===== src/hdl/dad_pkg.sv =====
// ----------------------------------------------------------------------------
// dad_pkg
// Types and constants shared by the aggregate deframer files.
// ----------------------------------------------------------------------------
package dad_pkg;

  localparam int NUM_GROUPS     = 8;
  localparam int MAX_BANK_WORDS = 65536;

  // enabled bits of the board group mask
  localparam logic [7:0] GROUP_MASK =
    (NUM_GROUPS >= 8) ? 8'hff : 8'((1 << NUM_GROUPS) - 1);

  // saturation point of the undecoded word count
  localparam logic [15:0] SKIP_CAP =
    (MAX_BANK_WORDS < 65535) ? 16'(MAX_BANK_WORDS) : 16'hffff;

  localparam logic [3:0]  BOARD_MARK      = 4'ha;
  localparam logic [27:0] BOARD_HDR_WORDS = 28'd4;
  localparam logic [21:0] CHAN_HDR_WORDS  = 22'd2;

  // format flag positions in the second channel header word
  localparam int FMT_SAMPLES_BIT = 27;
  localparam int FMT_EXTRAS_BIT  = 28;
  localparam int FMT_CHARGE_BIT  = 30;

  localparam int RESQ_DEPTH = 4;
  localparam int RESQ_PTR_W = $clog2(RESQ_DEPTH);

  typedef enum logic [2:0] {
    KIND_RECORD = 3'd0,
    KIND_SAMPLE = 3'd1,
    KIND_EXTRAS = 3'd2,
    KIND_CHARGE = 3'd3,
    KIND_GAP    = 3'd4,
    KIND_STATUS = 3'd5
  } kind_e;

  typedef enum logic [1:0] {
    STATUS_COMPLETE = 2'd0,
    STATUS_BAD_HDR  = 2'd1,
    STATUS_INSIDE   = 2'd2
  } status_e;

  typedef struct packed {
    kind_e       kind;
    logic [2:0]  group;
    logic [31:0] chan_header_size;
    logic [31:0] chan_header_format;
    logic [31:0] data_word;
    logic [13:0] sample_even;
    logic [13:0] sample_odd;
    logic        record_last;
    logic [22:0] dropped_count;
    status_e     bank_status;
    logic [15:0] words_left;
    logic        run_last;
  } result_t;

endpackage


===== src/hdl/dad_word_if.sv =====
// ----------------------------------------------------------------------------
// dad_word_if
// Bank word channel: one 32-bit word with an end-of-bank marker.
// ----------------------------------------------------------------------------
interface dad_word_if;
  logic        valid;
  logic        ready;
  logic [31:0] word;
  logic        bank_last;

  modport source (output valid, output word, output bank_last, input ready);
  modport sink   (input valid, input word, input bank_last, output ready);
endinterface


===== src/hdl/dad_result_if.sv =====
// ----------------------------------------------------------------------------
// dad_result_if
// Decoded result channel of the aggregate deframer.
// ----------------------------------------------------------------------------
interface dad_result_if;
  import dad_pkg::*;

  logic        valid;
  logic        ready;
  kind_e       kind;
  logic [2:0]  group;
  logic [31:0] chan_header_size;
  logic [31:0] chan_header_format;
  logic [31:0] data_word;
  logic [13:0] sample_even;
  logic [13:0] sample_odd;
  logic        record_last;
  logic [22:0] dropped_count;
  status_e     bank_status;
  logic [15:0] words_left;
  logic        run_last;

  modport source (
    output valid, output kind, output group, output chan_header_size,
    output chan_header_format, output data_word, output sample_even,
    output sample_odd, output record_last, output dropped_count,
    output bank_status, output words_left, output run_last,
    input ready
  );
  modport sink (
    input valid, input kind, input group, input chan_header_size,
    input chan_header_format, input data_word, input sample_even,
    input sample_odd, input record_last, input dropped_count,
    input bank_status, input words_left, input run_last,
    output ready
  );
endinterface


===== src/hdl/dad_core.sv =====
// ----------------------------------------------------------------------------
// dad_core
// Parse state and combinational decode of one bank word into up to two results.
// ----------------------------------------------------------------------------
module dad_core (
  input  logic             clk_i,
  input  logic             rst_ni,
  input  logic             take_i,
  input  logic [31:0]      word_i,
  input  logic             bank_last_i,
  output logic [1:0]       count_o,
  output dad_pkg::result_t first_o,
  output dad_pkg::result_t second_o
);
  import dad_pkg::*;

  typedef enum logic [3:0] {
    PH_BOARD0  = 4'd0,
    PH_BOARD1  = 4'd1,
    PH_BOARD2  = 4'd2,
    PH_BOARD3  = 4'd3,
    PH_CH0     = 4'd4,
    PH_CH1     = 4'd5,
    PH_TIME    = 4'd6,
    PH_SAMPLES = 4'd7,
    PH_EXTRAS  = 4'd8,
    PH_CHARGE  = 4'd9,
    PH_PAD     = 4'd10,
    PH_SKIP    = 4'd11
  } phase_e;

  phase_e       phase_q, phase_d;
  logic [27:0]  board_rem_q, board_rem_d;
  logic [21:0]  group_rem_q, group_rem_d;
  logic [7:0]   pending_q, pending_d;
  logic [2:0]   group_q, group_d;
  logic [31:0]  size_hdr_q, size_hdr_d;
  logic [31:0]  fmt_hdr_q, fmt_hdr_d;
  logic [17:0]  samp_rem_q, samp_rem_d;
  logic [22:0]  prev_count_q, prev_count_d;
  logic         count_seen_q, count_seen_d;
  logic [15:0]  skipped_q, skipped_d;

  logic         in_board, in_chan;
  logic [27:0]  board_dec;
  logic [27:0]  board_size;
  logic [21:0]  chan_size;
  logic [22:0]  board_count;
  logic [7:0]   pending_left;
  logic [3:0]   pick;
  logic         prim_valid;
  result_t      prim;
  result_t      status;

  // lowest pending group: {found, index}
  function automatic logic [3:0] lowest_group(input logic [7:0] mask);
    logic [3:0] sel;
    sel = 4'd0;
    for (int i = 7; i >= 0; i--) begin
      if (mask[i]) begin
        sel = {1'b1, 3'(i)};
      end
    end
    return sel;
  endfunction

  function automatic phase_e next_in_record(input phase_e from, input logic [17:0] samp,
                                            input logic [31:0] fmt);
    phase_e nxt;
    if (from <= PH_SAMPLES && samp != '0) begin
      nxt = PH_SAMPLES;
    end else if (from < PH_EXTRAS && fmt[FMT_EXTRAS_BIT]) begin
      nxt = PH_EXTRAS;
    end else if (from < PH_CHARGE && fmt[FMT_CHARGE_BIT]) begin
      nxt = PH_CHARGE;
    end else begin
      nxt = PH_TIME;
    end
    return nxt;
  endfunction

  assign in_board  = (phase_q >= PH_BOARD1) && (phase_q <= PH_PAD);
  assign in_chan   = (phase_q >= PH_CH0) && (phase_q <= PH_CHARGE);
  assign board_dec = (in_board && board_rem_q != '0) ? board_rem_q - 28'd1 : board_rem_q;

  always_comb begin
    phase_d      = phase_q;
    board_rem_d  = board_dec;
    group_rem_d  = group_rem_q;
    pending_d    = pending_q;
    group_d      = group_q;
    size_hdr_d   = size_hdr_q;
    fmt_hdr_d    = fmt_hdr_q;
    samp_rem_d   = samp_rem_q;
    prev_count_d = prev_count_q;
    count_seen_d = count_seen_q;
    skipped_d    = skipped_q;
    prim_valid   = 1'b0;
    prim         = '0;
    status       = '0;
    board_size   = word_i[27:0];
    chan_size    = word_i[21:0];
    board_count  = word_i[22:0];
    pending_left = '0;
    pick         = '0;

    if (phase_q >= PH_CH1 && phase_q <= PH_CHARGE && group_rem_q != '0) begin
      group_rem_d = group_rem_q - 22'd1;
    end

    unique case (phase_q)
      PH_BOARD0: begin
        if (word_i[31:28] != BOARD_MARK) begin
          phase_d   = PH_SKIP;
          skipped_d = 16'd1;
        end else begin
          if (board_size < BOARD_HDR_WORDS) begin
            board_size = BOARD_HDR_WORDS;
          end
          board_rem_d = board_size - 28'd1;
          phase_d     = PH_BOARD1;
        end
      end
      PH_BOARD1: begin
        pending_d = word_i[7:0] & GROUP_MASK;
        phase_d   = PH_BOARD2;
      end
      PH_BOARD2: begin
        if (count_seen_q && {1'b0, board_count} > {1'b0, prev_count_q} + 24'd1) begin
          prim_valid         = 1'b1;
          prim.kind          = KIND_GAP;
          prim.dropped_count = board_count - prev_count_q - 23'd1;
        end
        prev_count_d = board_count;
        count_seen_d = 1'b1;
        phase_d      = PH_BOARD3;
      end
      PH_BOARD3: begin
        pick = lowest_group(pending_q);
        if (pick[3]) begin
          group_d = pick[2:0];
          phase_d = PH_CH0;
        end else begin
          phase_d = PH_PAD;
        end
      end
      PH_CH0: begin
        if (chan_size < CHAN_HDR_WORDS) begin
          chan_size = CHAN_HDR_WORDS;
        end
        size_hdr_d  = word_i;
        group_rem_d = chan_size - 22'd1;
        phase_d     = PH_CH1;
      end
      PH_CH1: begin
        fmt_hdr_d = word_i;
        phase_d   = PH_TIME;
      end
      PH_TIME: begin
        prim_valid     = 1'b1;
        prim.kind      = KIND_RECORD;
        prim.data_word = word_i;
        samp_rem_d     = fmt_hdr_q[FMT_SAMPLES_BIT] ? {fmt_hdr_q[15:0], 2'b00} : '0;
        phase_d        = next_in_record(PH_TIME, samp_rem_d, fmt_hdr_q);
      end
      PH_SAMPLES: begin
        prim_valid       = 1'b1;
        prim.kind        = KIND_SAMPLE;
        prim.sample_even = word_i[13:0];
        prim.sample_odd  = word_i[29:16];
        if (samp_rem_q != '0) begin
          samp_rem_d = samp_rem_q - 18'd1;
        end
        phase_d = next_in_record(PH_SAMPLES, samp_rem_d, fmt_hdr_q);
      end
      PH_EXTRAS: begin
        prim_valid     = 1'b1;
        prim.kind      = KIND_EXTRAS;
        prim.data_word = word_i;
        phase_d        = next_in_record(PH_EXTRAS, samp_rem_q, fmt_hdr_q);
      end
      PH_CHARGE: begin
        prim_valid     = 1'b1;
        prim.kind      = KIND_CHARGE;
        prim.data_word = word_i;
        phase_d        = next_in_record(PH_CHARGE, samp_rem_q, fmt_hdr_q);
      end
      PH_PAD: begin
      end
      default: begin
        // skipping the rest of a bank after a bad header
        if (skipped_q < SKIP_CAP) begin
          skipped_d = skipped_q + 16'd1;
        end
      end
    endcase

    // channel aggregate used up: move on to the next pending group
    if (in_chan && group_rem_d == '0) begin
      pending_left = pending_d & ~(8'd1 << group_q);
      pending_d    = pending_left;
      samp_rem_d   = '0;
      pick         = lowest_group(pending_left);
      if (pick[3]) begin
        group_d = pick[2:0];
        phase_d = PH_CH0;
      end else begin
        phase_d = PH_PAD;
      end
    end

    // board end wins over anything inside it
    if (in_board && board_dec == '0) begin
      samp_rem_d = '0;
      phase_d    = PH_BOARD0;
    end

    if (prim.kind != KIND_GAP) begin
      prim.group              = group_d;
      prim.chan_header_size   = size_hdr_q;
      prim.chan_header_format = fmt_hdr_q;
      prim.record_last = !((phase_d >= PH_SAMPLES) && (phase_d <= PH_CHARGE) && !bank_last_i);
    end
    prim.run_last = !bank_last_i;

    status.kind     = KIND_STATUS;
    status.run_last = 1'b1;
    if (phase_d == PH_SKIP) begin
      status.bank_status = STATUS_BAD_HDR;
      status.words_left  = skipped_d;
    end else if (phase_d == PH_BOARD0) begin
      status.bank_status = STATUS_COMPLETE;
    end else begin
      status.bank_status = STATUS_INSIDE;
    end

    // bank end clears the parse, the board count survives
    if (bank_last_i) begin
      phase_d     = PH_BOARD0;
      board_rem_d = '0;
      group_rem_d = '0;
      pending_d   = '0;
      group_d     = '0;
      size_hdr_d  = '0;
      fmt_hdr_d   = '0;
      samp_rem_d  = '0;
      skipped_d   = '0;
    end
  end

  assign count_o  = {1'b0, prim_valid} + {1'b0, bank_last_i};
  assign first_o  = prim_valid ? prim : status;
  assign second_o = status;

  always_ff @(posedge clk_i or negedge rst_ni) begin
    if (!rst_ni) begin
      phase_q      <= PH_BOARD0;
      board_rem_q  <= '0;
      group_rem_q  <= '0;
      pending_q    <= '0;
      group_q      <= '0;
      size_hdr_q   <= '0;
      fmt_hdr_q    <= '0;
      samp_rem_q   <= '0;
      prev_count_q <= '0;
      count_seen_q <= 1'b0;
      skipped_q    <= '0;
    end else if (take_i) begin
      phase_q      <= phase_d;
      board_rem_q  <= board_rem_d;
      group_rem_q  <= group_rem_d;
      pending_q    <= pending_d;
      group_q      <= group_d;
      size_hdr_q   <= size_hdr_d;
      fmt_hdr_q    <= fmt_hdr_d;
      samp_rem_q   <= samp_rem_d;
      prev_count_q <= prev_count_d;
      count_seen_q <= count_seen_d;
      skipped_q    <= skipped_d;
    end
  end

endmodule


===== src/hdl/dad_result_fifo.sv =====
// ----------------------------------------------------------------------------
// dad_result_fifo
// Small queue: takes up to two results a cycle, gives one a cycle on ready_i.
// ----------------------------------------------------------------------------
module dad_result_fifo (
  input  logic             clk_i,
  input  logic             rst_ni,
  input  logic [1:0]       push_count_i,
  input  dad_pkg::result_t first_i,
  input  dad_pkg::result_t second_i,
  output logic             room_o,
  output logic             valid_o,
  input  logic             ready_i,
  output dad_pkg::result_t data_o
);
  import dad_pkg::*;

  result_t               entry_q [RESQ_DEPTH];
  logic [RESQ_PTR_W-1:0] wr_ptr_q, rd_ptr_q;
  logic [RESQ_PTR_W:0]   count_q;
  logic                  pop;

  assign valid_o = (count_q != '0);
  assign pop     = valid_o && ready_i;
  assign data_o  = entry_q[rd_ptr_q];
  // room for the worst case of two results from one word
  assign room_o  = (count_q <= (RESQ_PTR_W+1)'(RESQ_DEPTH - 2));

  always_ff @(posedge clk_i) begin
    if (push_count_i != 2'd0) begin
      entry_q[wr_ptr_q] <= first_i;
    end
    if (push_count_i == 2'd2) begin
      entry_q[wr_ptr_q + RESQ_PTR_W'(1)] <= second_i;
    end
  end

  always_ff @(posedge clk_i or negedge rst_ni) begin
    if (!rst_ni) begin
      wr_ptr_q <= '0;
      rd_ptr_q <= '0;
      count_q  <= '0;
    end else begin
      wr_ptr_q <= wr_ptr_q + RESQ_PTR_W'(push_count_i);
      if (pop) begin
        rd_ptr_q <= rd_ptr_q + RESQ_PTR_W'(1);
      end
      count_q <= count_q + (RESQ_PTR_W+1)'(push_count_i) - (RESQ_PTR_W+1)'(pop);
    end
  end

endmodule


===== src/hdl/digitizer_aggregate_deframer.sv =====
// ----------------------------------------------------------------------------
// digitizer_aggregate_deframer
// Walks board aggregates, channel aggregates and records of a digitizer bank.
// ----------------------------------------------------------------------------
//
//   channel   direction   payload                                  transfer
//   in_i      sink        word, bank_last                          valid & ready
//   out_o     source      kind, group, headers, data, samples,     valid & ready
//                         record_last, dropped_count, status,
//                         words_left, run_last
//
// one bank word per cycle while the queue has room; each word is decoded in
// the cycle it is taken, and its results, at most two, go to a four-entry result queue
// in_i.ready is high while the queue has room for two results; with out_o
// stalled, three or four results collect before the input stops
// a word with two results (gap, record, sample, extras or charge plus bank status)
// gives them on out_o in turn; results are registered in the queue before out_o
// rst_ni clears the parse state, the board count history and the queue
//
module digitizer_aggregate_deframer (
  input  logic  clk_i,
  input  logic  rst_ni,
  dad_word_if.sink     in_i,
  dad_result_if.source out_o
);
  import dad_pkg::*;

  logic       take;
  logic       room;
  logic [1:0] count;
  logic [1:0] push_count;
  result_t    first_res, second_res, head;

  assign in_i.ready = room;
  assign take       = in_i.valid && room;
  assign push_count = take ? count : 2'd0;

  dad_core u_core (
    .clk_i       (clk_i),
    .rst_ni      (rst_ni),
    .take_i      (take),
    .word_i      (in_i.word),
    .bank_last_i (in_i.bank_last),
    .count_o     (count),
    .first_o     (first_res),
    .second_o    (second_res)
  );

  dad_result_fifo u_resq (
    .clk_i        (clk_i),
    .rst_ni       (rst_ni),
    .push_count_i (push_count),
    .first_i      (first_res),
    .second_i     (second_res),
    .room_o       (room),
    .valid_o      (out_o.valid),
    .ready_i      (out_o.ready),
    .data_o       (head)
  );

  assign out_o.kind               = head.kind;
  assign out_o.group              = head.group;
  assign out_o.chan_header_size   = head.chan_header_size;
  assign out_o.chan_header_format = head.chan_header_format;
  assign out_o.data_word          = head.data_word;
  assign out_o.sample_even        = head.sample_even;
  assign out_o.sample_odd         = head.sample_odd;
  assign out_o.record_last        = head.record_last;
  assign out_o.dropped_count      = head.dropped_count;
  assign out_o.bank_status        = head.bank_status;
  assign out_o.words_left         = head.words_left;
  assign out_o.run_last           = head.run_last;

endmodule


===== src/flat_wrapper.sv =====
// flat-port wrapper written by rule: the top's interface ports become plain ports
module digitizer_aggregate_deframer_flat import dad_pkg::*;
  (clk_i, rst_ni, in_i_valid, in_i_word, in_i_bank_last, in_i_ready, out_o_valid, out_o_kind, out_o_group, out_o_chan_header_size, out_o_chan_header_format, out_o_data_word, out_o_sample_even, out_o_sample_odd, out_o_record_last, out_o_dropped_count, out_o_bank_status, out_o_words_left, out_o_run_last, out_o_ready);
  dad_word_if in_i_i ();
  dad_result_if out_o_i ();
  input  logic clk_i;
  input  logic rst_ni;
  input wire logic [$bits(in_i_i.valid)-1:0] in_i_valid;
  input wire logic [$bits(in_i_i.word)-1:0] in_i_word;
  input wire logic [$bits(in_i_i.bank_last)-1:0] in_i_bank_last;
  output wire logic [$bits(in_i_i.ready)-1:0] in_i_ready;
  output wire logic [$bits(out_o_i.valid)-1:0] out_o_valid;
  output wire logic [$bits(out_o_i.kind)-1:0] out_o_kind;
  output wire logic [$bits(out_o_i.group)-1:0] out_o_group;
  output wire logic [$bits(out_o_i.chan_header_size)-1:0] out_o_chan_header_size;
  output wire logic [$bits(out_o_i.chan_header_format)-1:0] out_o_chan_header_format;
  output wire logic [$bits(out_o_i.data_word)-1:0] out_o_data_word;
  output wire logic [$bits(out_o_i.sample_even)-1:0] out_o_sample_even;
  output wire logic [$bits(out_o_i.sample_odd)-1:0] out_o_sample_odd;
  output wire logic [$bits(out_o_i.record_last)-1:0] out_o_record_last;
  output wire logic [$bits(out_o_i.dropped_count)-1:0] out_o_dropped_count;
  output wire logic [$bits(out_o_i.bank_status)-1:0] out_o_bank_status;
  output wire logic [$bits(out_o_i.words_left)-1:0] out_o_words_left;
  output wire logic [$bits(out_o_i.run_last)-1:0] out_o_run_last;
  input wire logic [$bits(out_o_i.ready)-1:0] out_o_ready;
  assign in_i_i.valid = in_i_valid;
  assign in_i_i.word = in_i_word;
  assign in_i_i.bank_last = in_i_bank_last;
  assign in_i_ready = in_i_i.ready;
  assign out_o_valid = out_o_i.valid;
  assign out_o_kind = out_o_i.kind;
  assign out_o_group = out_o_i.group;
  assign out_o_chan_header_size = out_o_i.chan_header_size;
  assign out_o_chan_header_format = out_o_i.chan_header_format;
  assign out_o_data_word = out_o_i.data_word;
  assign out_o_sample_even = out_o_i.sample_even;
  assign out_o_sample_odd = out_o_i.sample_odd;
  assign out_o_record_last = out_o_i.record_last;
  assign out_o_dropped_count = out_o_i.dropped_count;
  assign out_o_bank_status = out_o_i.bank_status;
  assign out_o_words_left = out_o_i.words_left;
  assign out_o_run_last = out_o_i.run_last;
  assign out_o_i.ready = out_o_ready;
  digitizer_aggregate_deframer u_core (.clk_i(clk_i), .rst_ni(rst_ni), .in_i(in_i_i), .out_o(out_o_i));
endmodule

===== config.mk =====
export PLATFORM = sky130hd
export DESIGN_NAME = digitizer_aggregate_deframer_flat
export DESIGN_NICKNAME = d
export VERILOG_FILES = /design/src/hdl/dad_pkg.sv /design/src/hdl/dad_word_if.sv /design/src/hdl/dad_result_if.sv /design/src/hdl/dad_core.sv /design/src/hdl/dad_result_fifo.sv /design/src/hdl/digitizer_aggregate_deframer.sv /design/src/flat_wrapper.sv
export SDC_FILE = /design/constraint.sdc
export NUM_CORES = 2
export LEC_CHECK = 0
export ABC_AREA = 1
export BUFFER_PORTS_ARGS = -buffer_cell sky130_fd_sc_hd__buf_4
export CAP_MARGIN = 40
export CELL_PAD_IN_SITES_DETAIL_PLACEMENT = 1
export CELL_PAD_IN_SITES_GLOBAL_PLACEMENT = 1
export CORE_ASPECT_RATIO = 0.9
export CORE_MARGIN = 2
export CORE_UTILIZATION = 49
export DETAILED_ROUTE_END_ITERATION = 10
export MAX_ROUTING_LAYER = met4
export PLACE_DENSITY = 0.95
export SLEW_MARGIN = 15
export SYNTH_ARGS = -nofsm -noshare
export SYNTH_HDL_FRONTEND = slang
export SYNTH_SLANG_ARGS = --single-unit

===== constraint.sdc =====
create_clock -name clk_i -period 10.1 [get_ports clk_i]
set_input_delay 0.505 -clock clk_i [delete_from_list [all_inputs] [get_ports clk_i]]
set_output_delay 0.505 -clock clk_i [all_outputs]
set_load 0.03 [all_outputs]

==> results of run 1 <==
repair_timing:
item,in CTS
buffers inserted,0
hold buffers,1
endpoints found under the hold margin,68
metrics by stage:
step                      instance area [µm²]  setup WS [ns]   util  hold WS [ns]  std cells
after floorplan                         41000           3.91      -         0.209       5438
after global placement                  43200           2.46  0.521         0.433       6479
after detailed placement                43300           1.97  0.522         0.439       6485
after CTS                               46500           1.68  0.561         0.216       6659
synth_stat cells, types with 6 or more instances:
cell type | number | area share
edfxtp_1 | 72 | 0.053
nor3_1 | 36 | 0.0044
inv_1 | 273 | 0.025
nor2_2 | 9 | 0.0014
ha_1 | 58 | 0.018
xor2_1 | 75 | 0.016
mux2_2 | 63 | 0.017
a21oi_1 | 98 | 0.012
clkbuf_1 | 311 | 0.028
nand2_1 | 1220 | 0.11
nor2_4 | 6 | 0.0016
nor2_1 | 734 | 0.067
inv_2 | 15 | 0.0014
xnor2_1 | 8 | 0.0017
a32o_1 | 8 | 0.0020
o22ai_1 | 220 | 0.034
o21ai_0 | 1086 | 0.13
buf_6 | 7 | 0.0019
nand3_1 | 134 | 0.016
nand4_1 | 33 | 0.0050
dfrtp_1 | 194 | 0.12
nor4_1 | 18 | 0.0027
dfxtp_1 | 620 | 0.30
o211ai_1 | 20 | 0.0037
buf_2 | 10 | 0.0012
o21ai_1 | 12 | 0.0015
a22o_1 | 37 | 0.0079
logic make-up after synthesis:
kind of cell | Yosys count | share of synthesized area
adders and majority gates | 60 | 0.0187
and+or+nand+nor | 2213 | 0.215
muxes | 65 | 0.0178
xor gates and xnor gates | 83 | 0.0177
buffers and inverters | 624 | 0.0587
DFF | 886 | 0.474
AOI/OAI and AO/OA | 1507 | 0.198
==> impl_metrics.csv, run 1 <==
group,metric,value,unit
status,stop_stage,"global routing (5_1_grt)",
floorplan,io_pins,212,
synth,synth-edff-count,72,
floorplan,initial_core_util,0.495,
synth,synth-main-ff-cell,"dfxtp_1",
place,io_buffers,211,
grt,antenna_found_initial,21,
status,status,"stopped before the end",
synth,ys_async_sr_fraction,0.219,
place,hpwl,103,mm
clocking,ctsHtreeMaxLevel,3,
synth,syn_nets,5535,
synth,seq_area_frac_synth,0.474,
place,place.gp.congestion,0.958,
clocking,clock-sinks,886,
floorplan,dieHeight,278,µm
grt,grt_max_degree,201,
synth,ys_warn_count,0,
floorplan,std_cell_rows,100,
synth,synth_area_per_cell,7.54,µm²
floorplan,fp.dieW,309,µm
synth,synth_cell_types,57,
status,tool.error,"[ERROR GRT-0228] Horizontal edge usage exceeds the maximum allowed. (9, 30) usage=65535 limit=3000",
synth,ys_ff_latch,886,
clocking,cts_resized,0,
synth,syn-instance-count,5438,
clocking,clk_root_buffer_cell,"clkbuf_16",
synth,syn_area,41000,µm²
clocking,cts_buffer_depth,3,
clocking,numCtsBuffers,93,
==> inputs of run 2 (changes only) <==
CELL_PAD_IN_SITES_DETAIL_PLACEMENT = default   (was 1)
CELL_PAD_IN_SITES_GLOBAL_PLACEMENT = default   (was 1)
CORE_ASPECT_RATIO = default   (was 0.9)
CORE_UTILIZATION = 40   (was 49)
MAX_ROUTING_LAYER = default   (was met4)
PLACE_DENSITY = default   (was 0.95)
PLACE_DENSITY_LB_ADDON = 0.15   (was default)
==> run 2 against run 1 <==
Against the previous run: the run now ends clean; area after synthesis stayed put; synthesized cell count did not move.
==> impl_metrics.csv, run 2 <==
group,metric,value,unit
floorplan,io_pins,212,
sta,slew_headroom,0.241,
cells_and_area,final_cell_mix,"nand2_1 (1217), o21ai_0 (1086), nor2_1 (732), dfxtp_1 (620), inv_1 (270)",
floorplan,dieArea,105000,µm²
sta,tightest_slew,1.14,ns
cells_and_area,final_common_cell,"nand2_1",
critical_path,cpMostUsedCell,"nor2_1",
sta,maxSlewViolCount,0,
sta,finalHoldViolCount,0,
cells_and_area,syn2layout_area_growth,14.7,%
synth,ys_async_sr_fraction,0.219,
route,wl,145,mm
min_path,hold_start,"in_i_word[31]",
synth,seq_area_frac_synth,0.474,
route,ant_nets,0,
grt,first_global_vias,35800,
critical_path,rrSetupSlack,2.88,ns
sta,hold_ws,0.221,ns
sta,tns,0,ns
critical_path,r2r_start,"u_core.u_core.prev_count_q[1]",
clocking,clock-sinks,886,
cells_and_area,top_register,"u_core.u_resq.entry_q",
cells_and_area,final.fill_count,10400,
clocking,cts_tree,"yes",
job,cap_violations,0,
synth,synth_area_leaders,"dfxtp_1 (30%), o21ai_0 (13%), dfrtp_1 (12%)",
power,p_leak,0.0190,µW
critical_path,crit_type,"reg -> reg",
synth,ys_ff_latch,886,
grt,overflow,0,
cells_and_area,drive_gt1_frac,0.0991,
clocking,ctsHtreeMaxLevel,3,
sta,clock_skew,0.0552,ns
min_path,min_path_type,"in -> reg",
clocking,clk_latency,0.70,ns
sta,min_period,7.22,ns
clocking,cts_buffer_depth,3,
power,max-vdd-ir-drop,0.226,mV
clocking,clk_root_buffer_cell,"clkbuf_16",
synth,synth-edff-count,72,
critical_path,end_kind,"register",
synth,synth-main-ff-cell,"dfxtp_1",
sta,worst_slack,2.88,ns
synth,synth_common_cells,"nand2_1 (1220), o21ai_0 (1086), nor2_1 (734)",
floorplan,dieHeight,324,µm
floorplan,std_cell_rows,117,
synth,synth_cell_types,57,
sta,setup_viol_count_final,0,
floorplan,fp.dieW,324,µm
route,routedWlPerCell,20.9,µm
clocking,numCtsBuffers,98,
grt,grtUsageTotal,0.272,
critical_path,path_max_fanout,30,
clocking,clk_pin_slew,0.06,ns
critical_path,arrival,7.72,ns
synth,syn-instance-count,5438,
critical_path,worst_r2r_endpoint,"u_core.u_resq.entry_q[1][14]",
synth,synth_top_area_share,0.303,
synth,synth_area_per_cell,7.54,µm²
sta,period_share,0.715,
cells_and_area,final_core_util,0.462,
critical_path,cp-start-kind,"register",
grt,grt_pass1_wl,220,mm
grt,antenna_found_initial,0,
critical_path,slowest_stage,"nand2_1",
cells_and_area,largest_reg_flops,692,
synth,ys_warn_count,0,
grt,top_usage_layer,"met2",
synth,syn_nets,5535,
place,place.gp.congestion,0.946,
critical_path,cp_slowest_stage_delay,0.65,ns
clocking,postCtsSetupBuffers,0,
cells_and_area,reg.largest.list,"u_core.u_resq.entry_q x692, u_core.u_core.fmt_hdr_q x32, u_core.u_core.size_hdr_q x32",
route,drcViolationCount,0,
grt,use_met3,0.0351,
route,firstDrtPassIters,6,
synth,syn_area,41000,µm²
status,status,"finished clean",
power,powerDensity,369,nW/µm²
place,hpwl,92.5,mm
min_path,min_path_cells,3,
floorplan,initial_core_util,0.403,
synth,post-synth-top-area-cell,"dfxtp_1",
floorplan,core_area,102000,µm²
grt,grtUsageMet1,0.387,
critical_path,required,10.61,ns
place,dpl_worst_slack,2.85,ns
route,avgViaCountPerCell,5.57,
sta,fmax,0.139,GHz
sta,grt_setup_unrepaired,"false",
route,drtIter0Drc,3681,
grt,grt_max_degree,182,
min_path,min_to,"u_core.u_resq.entry_q[0][102]",
route,via_count,38600,
grt,globalRouteMet2Util,0.422,
synth,synth.most_common_cell,"nand2_1",
critical_path,reg2reg_depth,33,
place,io_buffers,211,
cells_and_area,fin_nets,5574,
run 2: cells by family (layout without fill, tap and decap cells):
family	count (synthesis)	in the layout	synth area share
AOI/OAI and AO/OA	1507	1507	0.198
xor gates and xnor gates	83	83	0.0177
adders and majority gates	60	60	0.0187
buffers and inverters	624	747	0.0587
DFF	886	886	0.474
muxes	65	65	0.0178
other	0	3	0
and+or+nand+nor	2213	2213	0.215
run 2: critical path, delay by kind of cell (launching register included):
family,cells,cell delay [ns]
fa+ha+maj,3,0.83
flops,1,0.41
simple gates,24,4.75
xor+xnor,1,0.10
buf+inv,5,0.91
run 2: worst max path at each step:
| stage | startpoint | end | slack (ns) | cells past startpoint |
|---|---|---|---|---|
| final | u_core.u_core.prev_count_q[1] | u_core.u_resq.entry_q[1][14] | 2.88 | 33 |
| after global routing | u_core.u_core.prev_count_q[1] | u_core.u_resq.entry_q[2][60] | 2.22 | 33 |
| after CTS | u_core.u_core.prev_count_q[1] | u_core.u_resq.entry_q[2][171] | 2.88 | 33 |
| after detailed placement | u_core.u_core.prev_count_q[1] | u_core.u_resq.entry_q[2][81] | 2.85 | 33 |
| after global placement | u_core.u_core.prev_count_q[1] | u_core.u_resq.entry_q[3][89] | 2.93 | 35 |
| after floorplan | u_core.u_core.prev_count_q[1] | u_core.u_resq.entry_q[2][159] | 3.91 | 34 |
run 2: final cells by class:
cell class              instances  area [µm²]  share of cell area
inverters                     290        1120              0.0239
diodes                          3        7.51            0.000160
repair buffers                273        2260              0.0480
flip-flops and latches        886       19400               0.413
clock buffers                 157        3000              0.0638
multi-input cells            3928       19300               0.409
well taps                    1368        1710              0.0364
clock inverters                27         250             0.00532
run 2: through the flow:
step / cells / cell area [µm²] / total power (µW)
after floorplan: 5438 / 41000 / 10900
after CTS: 6928 / 47000 / 17300
after detailed placement: 6743 / 43700 / 13700
final: 6932 / 47000 / 17300
after global placement: 6733 / 43500 / 13600
after global routing: 6929 / 47000 / 18500
run 2: routing by layer:
metal	share of wire	vias to the layer above	wire [µm]
li1	-	18300	-
met1	0.46	18600	66600
met2	0.44	1371	64200
met3	0.064	260	9260
met4	0.035	0	5070
met5	0	-	0
run 2: timing repair:
| item | CTS | global route |
|---|---|---|
| endpoints found under the hold margin | 71 | 0 |
| resized for setup | 0 | 0 |
| hold buffers | 1 | 0 |
run 2: power breakdown:
| group | total [µW] | internal [µW] | switching (µW) |
|---|---|---|---|
| Clock | 3590 | 2070 | 1520 |
| Combinational | 8380 | 2680 | 5700 |
| Sequential | 5370 | 4630 | 741 |
| Total | 17300 | 9380 | 7960 |
Note: power is estimated with default switching activity, not from simulation.
